### config.mk
export PLATFORM = sky130hd
export DESIGN_NAME = codon_minmax_window_top_flat
export DESIGN_NICKNAME = d
export VERILOG_FILES = /design/src/hdl/cmmw_pkg.sv /design/src/hdl/cmmw_if.sv /design/src/hdl/codon_minmax_window_top.sv /design/src/flat_wrapper.sv
export SDC_FILE = /design/constraint.sdc
export NUM_CORES = 2
export LEC_CHECK = 0
export BUFFER_PORTS_ARGS = -buffer_cell sky130_fd_sc_hd__buf_2
export CORE_ASPECT_RATIO = 1.5
export CORE_UTILIZATION = 35
export DETAILED_ROUTE_END_ITERATION = 16
export HOLD_SLACK_MARGIN = 0.02
export RECOVER_POWER = 25
export SKIP_LAST_GASP = 1
export SLEW_MARGIN = 20
export SYNTH_ARGS = -nofsm -noshare
export SYNTH_HDL_FRONTEND = slang
export SYNTH_SLANG_ARGS = --single-unit
### constraint.sdc
create_clock -name clock -period 10.2 [get_ports clock]
set_clock_uncertainty 0.05 [all_clocks]
set_input_delay 0.51 -clock clock [delete_from_list [all_inputs] [get_ports clock]]
set_output_delay 0.51 -clock clock [all_outputs]
set_load 0.05 [all_outputs]
### src/hdl/cmmw_pkg.sv
// Package for the codon MinMax window block: op codes, defaults and widths.
// Used by cmmw_if.sv and codon_minmax_window_top.sv.
package cmmw_pkg;
   // Input opcodes
   localparam logic [1:0] OP_LOAD_CODON = 2'd0;
   localparam logic [1:0] OP_LOAD_AA    = 2'd1;
   localparam logic [1:0] OP_STREAM     = 2'd2;
   localparam logic [1:0] OP_RESERVED   = 2'd3;

   // Parameter defaults
   localparam int WINDOW_CODONS_DEF = 17;
   localparam int FREQ_BITS_DEF     = 16;
   localparam int CODON_ENTRIES_DEF = 64;
   localparam int AA_ENTRIES_DEF    = 32;

   // Fixed field widths
   localparam int OP_W    = 2;
   localparam int INDEX_W = 6;
   localparam int CLASS_W = 5;
   localparam int FIELD_W = 16;
   localparam int SCORE_W = 16;

   // 2 * 100 * 256: doubled scale for round-to-nearest
   localparam int SCALE_X2 = 51200;
   localparam int SCALE_X2_W = 16;
endpackage

### src/hdl/cmmw_if.sv
// Valid/ready channel interfaces for the codon MinMax window block.
// Depends on cmmw_pkg.
interface cmmw_req_if;
   logic                          valid;
   logic                          ready;
   logic [cmmw_pkg::OP_W-1:0]     op;
   logic [cmmw_pkg::INDEX_W-1:0]  index;
   logic [cmmw_pkg::CLASS_W-1:0]  amino_acid;
   logic [cmmw_pkg::FIELD_W-1:0]  codon_frequency;
   logic [cmmw_pkg::FIELD_W-1:0]  aa_minimum;
   logic [cmmw_pkg::FIELD_W-1:0]  aa_maximum;
   logic [cmmw_pkg::FIELD_W-1:0]  aa_average;
   logic                          sequence_start;

   modport source (output valid, op, index, amino_acid, codon_frequency, aa_minimum,
                   aa_maximum, aa_average, sequence_start, input ready);
   modport sink   (input valid, op, index, amino_acid, codon_frequency, aa_minimum,
                   aa_maximum, aa_average, sequence_start, output ready);
endinterface

interface cmmw_rsp_if;
   logic                                valid;
   logic                                ready;
   logic signed [cmmw_pkg::SCORE_W-1:0] percent_minmax;
   logic                                used_min_branch;
   logic                                divide_fault;

   modport source (output valid, percent_minmax, used_min_branch, divide_fault,
                   input ready);
   modport sink   (input valid, percent_minmax, used_min_branch, divide_fault,
                   output ready);
endinterface

### src/hdl/codon_minmax_window_top.sv
// Percent-MinMax codon rarity over a sliding window, top level.
// Depends on cmmw_pkg and the channel interfaces in cmmw_if.sv.
//
// Usage:
//  req_chan carries one beat per item. Op 0 loads a codon table entry
//  (class and frequency), op 1 loads an amino-acid entry (min, max, average),
//  op 2 streams a codon; sequence_start on op 2 empties the window first.
//  Table loads give no result.
//  Once WINDOW_CODONS codons have entered, every op 2 beat gives one rsp_chan
//  beat with the score in 1/256 percent, the branch used and a zero-divisor
//  flag. A streamed codon passes through the pipelined sweep of the ring and
//  table memories (sums are rebuilt from the current tables), the branch pick
//  and scaling, the bit-serial restoring divider and the output register load;
//  a zero divisor skips the scaling and the divider. The next item is taken once
//  the result is in the output register. A codon before the window is full
//  gives no result and leaves the block ready for the next item. One item is
//  in flight at a time. Reset empties the window; tables hold unknown data
//  until loaded. A finished result waits in the output register; the next item
//  is accepted meanwhile, and a later result waits until the stalled one is
//  taken.
module codon_minmax_window_top #(
   parameter int WINDOW_CODONS = cmmw_pkg::WINDOW_CODONS_DEF,
   parameter int FREQ_BITS     = cmmw_pkg::FREQ_BITS_DEF,
   parameter int CODON_ENTRIES = cmmw_pkg::CODON_ENTRIES_DEF,
   parameter int AA_ENTRIES    = cmmw_pkg::AA_ENTRIES_DEF
) (
   input logic      clock,
   input logic      reset,
   cmmw_req_if.sink req_chan,
   cmmw_rsp_if.source rsp_chan
);
   localparam int RB  = (WINDOW_CODONS > 1) ? $clog2(WINDOW_CODONS) : 1;
   localparam int FB  = $clog2(WINDOW_CODONS + 1);
   localparam int SB  = FREQ_BITS + FB;
   localparam int NB  = SB + 17;
   localparam int RW  = SB + 2;
   localparam int CB  = $clog2(NB + 1);
   localparam int CA  = $clog2(CODON_ENTRIES);
   localparam int AB  = $clog2(AA_ENTRIES);
   localparam int CW  = cmmw_pkg::CLASS_W;
   localparam int SW  = cmmw_pkg::SCORE_W;

   typedef enum logic [2:0] {S_IDLE, S_SWEEP, S_PICK, S_MULT, S_DIV, S_DONE} state_type;

   // Memories
   logic [cmmw_pkg::INDEX_W-1:0]  ring_mem [WINDOW_CODONS];
   logic [CW+FREQ_BITS-1:0]       codon_mem [CODON_ENTRIES];
   logic [3*FREQ_BITS-1:0]        aa_mem [AA_ENTRIES];

   state_type               state_ff;
   logic [RB-1:0]           ptr_ff;
   logic [FB-1:0]           fill_ff;
   logic [FB-1:0]           issue_ff;
   logic                    v1_ff, v2_ff, v3_ff;
   logic [cmmw_pkg::INDEX_W-1:0] ring_q_ff;
   logic [CW+FREQ_BITS-1:0] codon_q_ff;
   logic [3*FREQ_BITS-1:0]  aa_q_ff;
   logic [FREQ_BITS-1:0]    freq3_ff;
   logic                    aaok3_ff;
   logic [SB-1:0]           smin_ff, smax_ff, savg_ff, sact_ff;
   logic [SB-1:0]           an_ff, ad_ff;
   logic                    neg_ff, usemin_ff, fault_ff;
   logic [NB-1:0]           quo_ff;
   logic [RW-1:0]           rem_ff, den_ff;
   logic [CB-1:0]           cnt_ff;
   logic                    rv_ff, rmin_ff, rfault_ff;
   logic signed [SW-1:0]    rscore_ff;

   logic accept;
   logic [FB-1:0] fill_in;
   logic [RB-1:0] ptr_in, wr_ptr;

   assign req_chan.ready = (state_ff == S_IDLE);
   assign accept = req_chan.valid && req_chan.ready;

   // Ring position and fill after a streamed codon
   always_comb begin
      wr_ptr = req_chan.sequence_start ? '0 : ptr_ff;
      ptr_in = (wr_ptr == RB'(WINDOW_CODONS - 1)) ? '0 : wr_ptr + 1'b1;
      fill_in = req_chan.sequence_start ? FB'(1) :
                (fill_ff == FB'(WINDOW_CODONS)) ? fill_ff : fill_ff + 1'b1;
   end

   // Branch selection on the window sums
   logic signed [SB:0] num, dmax, dmin, dsel;
   logic               use_min;
   always_comb begin
      num  = $signed({1'b0, sact_ff}) - $signed({1'b0, savg_ff});
      dmax = $signed({1'b0, smax_ff}) - $signed({1'b0, savg_ff});
      dmin = $signed({1'b0, savg_ff}) - $signed({1'b0, smin_ff});
      use_min = (num < 0 && dmax >= 0) || (num > 0 && dmax < 0);
      dsel = use_min ? dmin : dmax;
   end

   // Divider step
   logic [RW-1:0] rem_sh;
   logic          ge;
   always_comb begin
      rem_sh = {rem_ff[RW-2:0], quo_ff[NB-1]};
      ge = rem_sh >= den_ff;
   end

   // Saturate the rounded quotient
   logic signed [SW-1:0] score_sat;
   always_comb begin
      if (neg_ff)
         score_sat = (quo_ff > NB'(32768)) ? SW'(-32768) : SW'(-quo_ff);
      else
         score_sat = (quo_ff > NB'(32767)) ? SW'(32767) : SW'(quo_ff);
   end

   logic rsp_free;
   assign rsp_free = !rv_ff || rsp_chan.ready;

   // Sweep issue and output register load
   logic issue_go, rsp_load;
   assign issue_go = (state_ff == S_SWEEP) && (issue_ff != FB'(WINDOW_CODONS));
   assign rsp_load = (state_ff == S_DONE) && rsp_free;

   // Memory writes
   always_ff @(posedge clock) begin
      if (accept) begin
         case (req_chan.op)
            cmmw_pkg::OP_LOAD_CODON:
               codon_mem[req_chan.index[CA-1:0]] <=
                  {req_chan.amino_acid, FREQ_BITS'(req_chan.codon_frequency)};
            cmmw_pkg::OP_LOAD_AA:
               if (7'(req_chan.index) < 7'(AA_ENTRIES))
                  aa_mem[req_chan.index[AB-1:0]] <= {FREQ_BITS'(req_chan.aa_minimum),
                     FREQ_BITS'(req_chan.aa_maximum), FREQ_BITS'(req_chan.aa_average)};
            cmmw_pkg::OP_STREAM:
               ring_mem[wr_ptr] <= req_chan.index;
            default: ;
         endcase
      end
   end

   // Sweep pipeline: ring read, codon table read, amino-acid table read
   always_ff @(posedge clock) begin
      ring_q_ff  <= ring_mem[issue_ff[RB-1:0]];
      codon_q_ff <= codon_mem[ring_q_ff[CA-1:0]];
      aa_q_ff    <= aa_mem[codon_q_ff[FREQ_BITS +: AB]];
      freq3_ff   <= codon_q_ff[FREQ_BITS-1:0];
      aaok3_ff   <= 6'(codon_q_ff[CW+FREQ_BITS-1 -: CW]) < 6'(AA_ENTRIES);
   end

   // Control, sums, divider and output register
   always_ff @(posedge clock) begin
      if (reset) begin
         state_ff <= S_IDLE;
         ptr_ff   <= '0;
         fill_ff  <= '0;
         issue_ff <= '0;
         v1_ff    <= 1'b0;
         v2_ff    <= 1'b0;
         v3_ff    <= 1'b0;
         rv_ff    <= 1'b0;
      end else begin
         rv_ff <= rsp_load || (rv_ff && !rsp_chan.ready);
         v1_ff <= issue_go;
         v2_ff <= v1_ff;
         v3_ff <= v2_ff;
         if (v3_ff) begin
            sact_ff <= sact_ff + SB'(freq3_ff);
            if (aaok3_ff) begin
               smin_ff <= smin_ff + SB'(aa_q_ff[3*FREQ_BITS-1 -: FREQ_BITS]);
               smax_ff <= smax_ff + SB'(aa_q_ff[2*FREQ_BITS-1 -: FREQ_BITS]);
               savg_ff <= savg_ff + SB'(aa_q_ff[FREQ_BITS-1:0]);
            end
         end
         unique case (state_ff)
            S_IDLE: begin
               if (accept && req_chan.op == cmmw_pkg::OP_STREAM) begin
                  ptr_ff  <= ptr_in;
                  fill_ff <= fill_in;
                  if (fill_in == FB'(WINDOW_CODONS)) begin
                     state_ff <= S_SWEEP;
                     issue_ff <= '0;
                     sact_ff <= '0;
                     smin_ff <= '0;
                     smax_ff <= '0;
                     savg_ff <= '0;
                  end
               end
            end
            S_SWEEP: begin
               if (issue_go) begin
                  issue_ff <= issue_ff + 1'b1;
               end else if (!v1_ff && !v2_ff && !v3_ff) begin
                  state_ff <= S_PICK;
               end
            end
            S_PICK: begin
               an_ff     <= num < 0 ? SB'(-num) : SB'(num);
               ad_ff     <= dsel < 0 ? SB'(-dsel) : SB'(dsel);
               neg_ff    <= (num < 0) != (dsel < 0);
               usemin_ff <= use_min;
               fault_ff  <= (dsel == 0);
               state_ff  <= (dsel == 0) ? S_DONE : S_MULT;
            end
            S_MULT: begin
               quo_ff   <= NB'(an_ff) * NB'(cmmw_pkg::SCALE_X2) + NB'(ad_ff);
               den_ff   <= {1'b0, ad_ff, 1'b0};
               rem_ff   <= '0;
               cnt_ff   <= '0;
               state_ff <= S_DIV;
            end
            S_DIV: begin
               quo_ff <= {quo_ff[NB-2:0], ge};
               rem_ff <= ge ? rem_sh - den_ff : rem_sh;
               cnt_ff <= cnt_ff + 1'b1;
               if (cnt_ff == CB'(NB - 1)) state_ff <= S_DONE;
            end
            S_DONE: begin
               if (rsp_free) begin
                  rscore_ff <= fault_ff ? '0 : score_sat;
                  rmin_ff   <= usemin_ff;
                  rfault_ff <= fault_ff;
                  state_ff  <= S_IDLE;
               end
            end
            default: state_ff <= S_IDLE;
         endcase
      end
   end

   assign rsp_chan.valid           = rv_ff;
   assign rsp_chan.percent_minmax  = rscore_ff;
   assign rsp_chan.used_min_branch = rmin_ff;
   assign rsp_chan.divide_fault    = rfault_ff;
endmodule

### src/flat_wrapper.sv
// flat-port wrapper written by rule: the top's interface ports become plain ports
module codon_minmax_window_top_flat 
#(
   parameter int WINDOW_CODONS = cmmw_pkg::WINDOW_CODONS_DEF,
   parameter int FREQ_BITS     = cmmw_pkg::FREQ_BITS_DEF,
   parameter int CODON_ENTRIES = cmmw_pkg::CODON_ENTRIES_DEF,
   parameter int AA_ENTRIES    = cmmw_pkg::AA_ENTRIES_DEF
)
  (clock, reset, req_chan_valid, req_chan_op, req_chan_index, req_chan_amino_acid, req_chan_codon_frequency, req_chan_aa_minimum, req_chan_aa_maximum, req_chan_aa_average, req_chan_sequence_start, req_chan_ready, rsp_chan_valid, rsp_chan_percent_minmax, rsp_chan_used_min_branch, rsp_chan_divide_fault, rsp_chan_ready);
  cmmw_req_if req_chan_i ();
  cmmw_rsp_if rsp_chan_i ();
  input logic clock;
  input logic reset;
  input wire logic [$bits(req_chan_i.valid)-1:0] req_chan_valid;
  input wire logic [$bits(req_chan_i.op)-1:0] req_chan_op;
  input wire logic [$bits(req_chan_i.index)-1:0] req_chan_index;
  input wire logic [$bits(req_chan_i.amino_acid)-1:0] req_chan_amino_acid;
  input wire logic [$bits(req_chan_i.codon_frequency)-1:0] req_chan_codon_frequency;
  input wire logic [$bits(req_chan_i.aa_minimum)-1:0] req_chan_aa_minimum;
  input wire logic [$bits(req_chan_i.aa_maximum)-1:0] req_chan_aa_maximum;
  input wire logic [$bits(req_chan_i.aa_average)-1:0] req_chan_aa_average;
  input wire logic [$bits(req_chan_i.sequence_start)-1:0] req_chan_sequence_start;
  output wire logic [$bits(req_chan_i.ready)-1:0] req_chan_ready;
  output wire logic [$bits(rsp_chan_i.valid)-1:0] rsp_chan_valid;
  output wire logic [$bits(rsp_chan_i.percent_minmax)-1:0] rsp_chan_percent_minmax;
  output wire logic [$bits(rsp_chan_i.used_min_branch)-1:0] rsp_chan_used_min_branch;
  output wire logic [$bits(rsp_chan_i.divide_fault)-1:0] rsp_chan_divide_fault;
  input wire logic [$bits(rsp_chan_i.ready)-1:0] rsp_chan_ready;
  assign req_chan_i.valid = req_chan_valid;
  assign req_chan_i.op = req_chan_op;
  assign req_chan_i.index = req_chan_index;
  assign req_chan_i.amino_acid = req_chan_amino_acid;
  assign req_chan_i.codon_frequency = req_chan_codon_frequency;
  assign req_chan_i.aa_minimum = req_chan_aa_minimum;
  assign req_chan_i.aa_maximum = req_chan_aa_maximum;
  assign req_chan_i.aa_average = req_chan_aa_average;
  assign req_chan_i.sequence_start = req_chan_sequence_start;
  assign req_chan_ready = req_chan_i.ready;
  assign rsp_chan_valid = rsp_chan_i.valid;
  assign rsp_chan_percent_minmax = rsp_chan_i.percent_minmax;
  assign rsp_chan_used_min_branch = rsp_chan_i.used_min_branch;
  assign rsp_chan_divide_fault = rsp_chan_i.divide_fault;
  assign rsp_chan_i.ready = rsp_chan_ready;
  codon_minmax_window_top #(.WINDOW_CODONS(WINDOW_CODONS), .FREQ_BITS(FREQ_BITS), .CODON_ENTRIES(CODON_ENTRIES), .AA_ENTRIES(AA_ENTRIES)) u_core (.clock(clock), .reset(reset), .req_chan(req_chan_i), .rsp_chan(rsp_chan_i));
endmodule
After elaboration in Yosys (flattened, before gate mapping)
Memories as Yosys holds them, arrays and structs flattened. A register that Yosys moved wholly into a read port is not among the register bits.
Cells that the tools add are included.
{"block": "word_totals", "ff_bits": 272, "ram_bits": 2982, "output_inout_bits": 20, "elab_cells": 156, "mem_count": 3}
{"block": "op_classes", "addsub": 16, "mul": 1, "magnitude_cmp": 9, "n_eq_ne": 20, "n_mux": 52, "n_bitwise": 1, "n_reduce_logical": 29}
{"memory": "u_core.aa_mem", "depth": 32, "width": 48, "read_ports": 1, "rd_clocked_by_memory_dff": 1, "write_ports": 1, "line": "codon_minmax_window_top.sv:48", "rtl": "logic [3*FREQ_BITS-1:0] aa_mem [AA_ENTRIES];"}
{"memory": "u_core.codon_mem", "depth": 64, "width": 21, "read_ports": 1, "rd_clocked_by_memory_dff": 1, "write_ports": 1, "line": "codon_minmax_window_top.sv:47", "rtl": "logic [CW+FREQ_BITS-1:0] codon_mem [CODON_ENTRIES];"}
{"memory": "u_core.ring_mem", "depth": 17, "width": 6, "read_ports": 1, "rd_clocked_by_memory_dff": 1, "write_ports": 1, "line": "codon_minmax_window_top.sv:46", "rtl": "logic [cmmw_pkg::INDEX_W-1:0] ring_mem [WINDOW_CODONS];"}
{"operator": "$mux 21", "count": 18}
{"operator": "$add 21x16->21", "count": 4}
{"operator": "$pmux 38 s2", "count": 1}
{"operator": "$lt 22x1->1 const B", "count": 3}
{"operator": "$sub 21x21->22", "count": 3}
{"operator": "$mux 16", "count": 3}
{"operator": "$mux 22", "count": 2}
{"operator": "$pmux 22 s2", "count": 1}
{"operator": "$neg 21->21", "count": 2}
{"operator": "$add 37x21->38", "count": 1}
{"operator": "$gt 38x15->1 const B", "count": 1}
{"operator": "$gt 38x16->1 const B", "count": 1}
{"operator": "$mux 5", "count": 7}
{"operator": "$logic_not 32->1", "count": 1}
{"operator": "$mul 21x5->26 const B", "count": 1}
{"operator": "$ge 23x22->1", "count": 1}
{"operator": "$ge 22x1->1 const B", "count": 1}
{"operator": "$gt 22x1->1 const B", "count": 1}
{"operator": "$sub 22x22->22", "count": 1}
{"operator": "$mux 3", "count": 7}
{"operator": "$pmux 3 s6", "count": 1}
{"operator": "$neg 16->16", "count": 1}
{"operator": "$add 5x1->5 const B", "count": 3}
{"operator": "$eq 5x5->1 const B", "count": 3}
{"operator": "26 further kinds", "count": 60}

Logic depth before layout (Yosys ltp)
{"block": "logic_depth", "word_depth": 8, "depth_mapped": 28}

Least setup slack after synthesis
OpenSTA, ideal clock, no wires.
{"block": "synth_path", "kind": "flip-flop to flip-flop", "startpoint": "register u_core.savg_ff[1]", "endpoint": "register u_core.ad_ff[18], data pin", "setup_time_ns": 0.264, "t_arrival_ns": 6.041, "setup_slack_ns": 3.846, "path_stages_with_launch": 26, "period_less_slack_ns": 6.354, "path_cell_list": "edfxtp_1 inv_1 ha_1 nor2b_1 o2111ai_2 a31oi_1 or3_1 a2111oi_4 nand4_2 nor4b_4 a311oi_4 nor2_4 inv_2 buf_6 buf_2 mux2i_1 inv_1 ha_1 or4b_2 nor4_1 a311oi_1 a211oi_1 o211ai_1 nor4b_2 a31oi_1 xor2_1"}
{"block": "synth_between", "elab_chain_len": 7, "elab_cells_between_ends": 14, "classes_between": "add/sub: 4; order compare: 5; mux: 2; reduce/logical: 3"}
{"element": "start, declared", "line": "codon_minmax_window_top.sv:60", "rtl": "logic [SB-1:0] smin_ff, smax_ff, savg_ff, sact_ff;"}
{"element": "start signal, assigned", "line": "codon_minmax_window_top.sv:168", "rtl": "savg_ff <= savg_ff + SB'(aa_q_ff[FREQ_BITS-1:0]);"}
{"element": "$sub 21x21->22 (on tied branches)", "line": "codon_minmax_window_top.sv:88, codon_minmax_window_top.sv:89"}
{"element": "$lt 22x1->1 (tied with other cells)", "line": "codon_minmax_window_top.sv:91", "rtl": "use_min = (num < 0 && dmax >= 0) || (num > 0 && dmax < 0);"}
{"element": "$logic_and 1x1->1", "line": "codon_minmax_window_top.sv:91"}
{"element": "$logic_or 1x1->1 (*)", "line": "codon_minmax_window_top.sv:91"}
{"element": "via u_core.use_min", "line": "codon_minmax_window_top.sv:86", "rtl": "logic use_min;"}
{"element": "$mux 22 (*)", "line": "codon_minmax_window_top.sv:92", "rtl": "dsel = use_min ? dmin : dmax;"}
{"element": "via u_core.dsel[0]", "line": "codon_minmax_window_top.sv:85", "rtl": "logic signed [SB:0] num, dmax, dmin, dsel;"}
{"element": "$neg 21->21 or $lt 22x1->1 (tied branches)", "line": "codon_minmax_window_top.sv:195", "rtl": "ad_ff <= dsel < 0 ? SB'(-dsel) : SB'(dsel);"}
{"element": "$mux 21 (*)", "line": "codon_minmax_window_top.sv:195"}
{"element": "end signal, assigned", "line": "codon_minmax_window_top.sv:195"}
{"element": "end, declared", "line": "codon_minmax_window_top.sv:61", "rtl": "logic [SB-1:0] an_ff, ad_ff;"}
The timed path passes the listed nets; every way through them passes the cells marked *.
A chain may end at the register's enable or synchronous reset.

Worst setup path in the final report
{"block": "layout_path", "startpoint": "register u_core.savg_ff[1]", "endpoint": "register u_core.ad_ff[18], data pin"}
{"block": "layout_between", "elab_chain_len": 7, "elab_cells_between_ends": 14, "classes_between": "add/sub: 4; order compare: 5; mux: 2; reduce/logical: 3"}
{"element": "$sub 21x21->22 (on tied branches)", "line": "codon_minmax_window_top.sv:88, codon_minmax_window_top.sv:89"}
{"element": "$lt 22x1->1 (tied with other cells)", "line": "codon_minmax_window_top.sv:91"}
{"element": "$logic_and 1x1->1", "line": "codon_minmax_window_top.sv:91"}
{"element": "$logic_or 1x1->1 (*)", "line": "codon_minmax_window_top.sv:91"}
{"element": "$mux 22 (*)", "line": "codon_minmax_window_top.sv:92"}
{"element": "via u_core.dsel[0]", "line": "codon_minmax_window_top.sv:85"}
{"element": "$neg 21->21 or $lt 22x1->1 (tied branches)", "line": "codon_minmax_window_top.sv:195"}
{"element": "$mux 21 (*)", "line": "codon_minmax_window_top.sv:195"}
Marked as above.

==> reports/results.ini <==
[worst_setup_path]
regToRegSetupSlack_ps = 2230
critical_path.n_buffers_inverters = 3
critical_path.slowest_cell = or4b_2
cpLargestDelayFamily = simple AND/OR/NAND/NOR gates
ff2ff_path_depth = 23
critical_path.max_fanout = 22
cp_cell_sequence = inv_1 > fa_1 > a21o_1 > a221oi_2 > a311oi_2 > o211a_1 > or3_1 > a211oi_2 > nor2b_1 > a311oi_4 > nor2_4 > inv_2 > mux2i_1 > inv_1 > ha_1 > or4b_2 > nor4_1 > a311oi_1 > a211oi_1 > o211ai_1 > nor4b_2 > a31oi_1 > xor2_1
rr_endpoint = u_core.ad_ff[18]
worst-endpoint-arrival_ps = 8520
crit-reg2reg-launch = u_core.savg_ff[1]
setup.worst_path.start_class = flop
setup.worst_path.end_class = flop
worst-endpoint-required_ps = 10750
timing.setup.critical_path_class = reg -> reg
max_stage_delay_ps = 630
critical_path_depth = 23
cpMostUsedCell = inv_1

[worst_hold_path]
min_path_cells = 5
worst_hold_startpoint = rsp_chan_ready
hold_class = in -> reg
worst_hold_path.endpoint = u_core.state_ff[0]

[floorplan]
floorplan.core_area_mm2 = 0.390
die_w_um = 513
overall_die_area_mm2 = 0.395
start_util = 0.352
number_of_top_level_pins = 102
floorplan.rows = 281
die_h_um = 769

[cts]
count_of_instances_resized_after_the_clock_tree_is_built = 0
clock_insertion_delay_worst_skew_ps = 940
clock_path_buffers = 4
clock-root-buffer = clkbuf_16
cts_made_buffers = 320
cts.sink_count = 3329
post-cts-setup-buffers = 0
tritoncts_clock_tree = built
cts.reportedPaths.clkPinSlew_ps = 70
ctsHoldBuffers = 38
htree_num_levels = 5

[timing]
finalCriticalPeriod_ps = 7970
relative_slew_slack = -1.33
setup_total_negative_slack_ps = 0
finalCritPeriodShare = 0.782
fin_hold_ws_ps = 256
fmaxAchievable_mhz = 125
setup_viol = 0
worst_slew_pin_slew_ps = 3500
hold_viol = 0
timing.final.max_slew_violations = 1365
rsz0062_at_grt = false

[status]
failed_checks = max-capacitance violations, max-slew violations
run_status = finished, violations left

[finish]
final_common_cell = edfxtp_1
post_route_cells_drive_above_1_share = 0.248
area.growth.synth_to_final_pct = 13.5
layout.cells.most_common_list = 3216 x edfxtp_1, 951 x mux4_2, 327 x clkbuf_16, 290 x nor2_1, 239 x ha_1
fin_nets = 7620
n_fill_cell = 34500

[global_routing]
met2_usage = 0.339
grt_max_degree = 141
grt_pass1_vias = 71600
grt_use_total = 0.183
antenna_violations_before_repair = 35
globalRoute.busiestLayer = met2
grt_util_met3 = 0.0211
global_route.overflow_total = 0
first_pass_grt_wire_length_um = 520000
grtUsageMet1 = 0.213

[synthesis]
synth_area_per_cell_um2 = 19.7
edff_count_synth = 3216
synth.net_count = 7300
synth_top_flop_cell = edfxtp_1
post_synth_inst_count = 6954
ys_async_rst_share = 0
synth-seq-cells = 3329
seq_area_frac_synth = 0.720
synth_warnings = 0
post_synth_instance_area_mm2 = 0.137
synthDistinctLibCells = 89

[place]
io_buffer_count = 101
globalplace.congestion = 0.884
hpwlAfterDp_um = 214000

[route]
post_route_wl_um = 366000
routed_via_density = 5.48
drt_pass1_iterations = 6
drt_iter0_drc = 6739
num_vias = 69300
remaining_drc_errors = 0
avgRoutedWirePerCell_um = 29.0
remaining_antenna_violation_count = 0

[pwr]
power_density_mw_per_mm2 = 216
vdd.ir_drop.worst_v = 0.000176
static-leakage-power_nw = 49.7

[run]
max_cap_viol_count = 21

how the worst max path moves through the flow:
stage / endpoint / slack, ps / startpoint
3_3_place_gp: u_core.state_ff[1] / 2650 / u_core.sact_ff[0]
3_5_place_dp: u_core.state_ff[1] / 2420 / u_core.savg_ff[1]
6_report: u_core.ad_ff[18] / 2230 / u_core.savg_ff[1]
5_1_grt: u_core.ad_ff[18] / 1760 / u_core.savg_ff[1]
4_1_cts: u_core.state_ff[1] / 2310 / u_core.savg_ff[1]
2_1_floorplan: u_core.ad_ff[18] / 3850 / u_core.savg_ff[1]
metrics by stage:
stage          utilization  power (W)  std cells  cell area (um^2)  setup slack [ps]
6_report             0.399     0.0336      12600            156000              2230
5_1_grt              0.399     0.0347      12600            156000              1760
4_1_cts              0.399     0.0339      12600            156000              2310
3_5_place_dp         0.371     0.0218      12000            145000              2420
3_3_place_gp         0.371     0.0217      12000            145000              2650
2_1_floorplan            -     0.0198       6954            137000              3850
layer usage:
layer	share of wire	wire length (um)
met5	0.000035	13
met4	0.043	15700
met3	0.049	17800
met2	0.54	199000
met1	0.36	134000
worst min-delay path: cells and delay by family:
family | cells | cell delay, ps
simple gates | 3 | 480
buf+inv | 1 | 70
compound gates | 1 | 70
layout make-up:
class	instances	area (um^2)	area share
tap	5094	6370	0.0409
antenna	13	32.5	0.000209
timing repair buffer	307	2140	0.0137
inverter	220	828	0.00532
sequential	3329	98900	0.635
clock buffer	411	8580	0.0551
multi-input combinational	3096	36900	0.237
clock inverter	170	1970	0.0127
Yosys cell counts, types with 87 or more instances:
cell type,instances,area (um^2)
xnor2_1,123,1080
dfxtp_1,113,2260
nand2_1,198,743
a21oi_1,175,876
buf_1,87,327
o21ai_0,117,586
edfxtp_1,3216,96600
nor2_1,387,1450
inv_1,218,818
clkbuf_1,217,815
mux4_2,951,21400
ha_1,239,2990
power breakdown:
part / internal, W / switching, W
sequential: 0.0153 / 0.000436
clock: 0.00689 / 0.00523
combinational: 0.00272 / 0.00306
total: 0.0249 / 0.00873
sequential cells by signal (all words and copies together) (netlist names), 22 cells and up:
register / count
u_core.ring_mem: 102
u_core.rem_ff: 22
u_core.codon_mem: 1344
u_core.quo_ff: 38
u_core.aa_q_ff: 48
u_core.aa_mem: 1536
cells by family after synthesis:
kind of cell	count (synthesis)	share of synthesized area
compound gates	587	0.0280
xor+xnor	199	0.0127
fa+ha+maj	264	0.0254
buf+inv	529	0.0146
flops	3329	0.720
mux	1071	0.165
simple gates	975	0.0337
(Power assumes the default switching activity.)
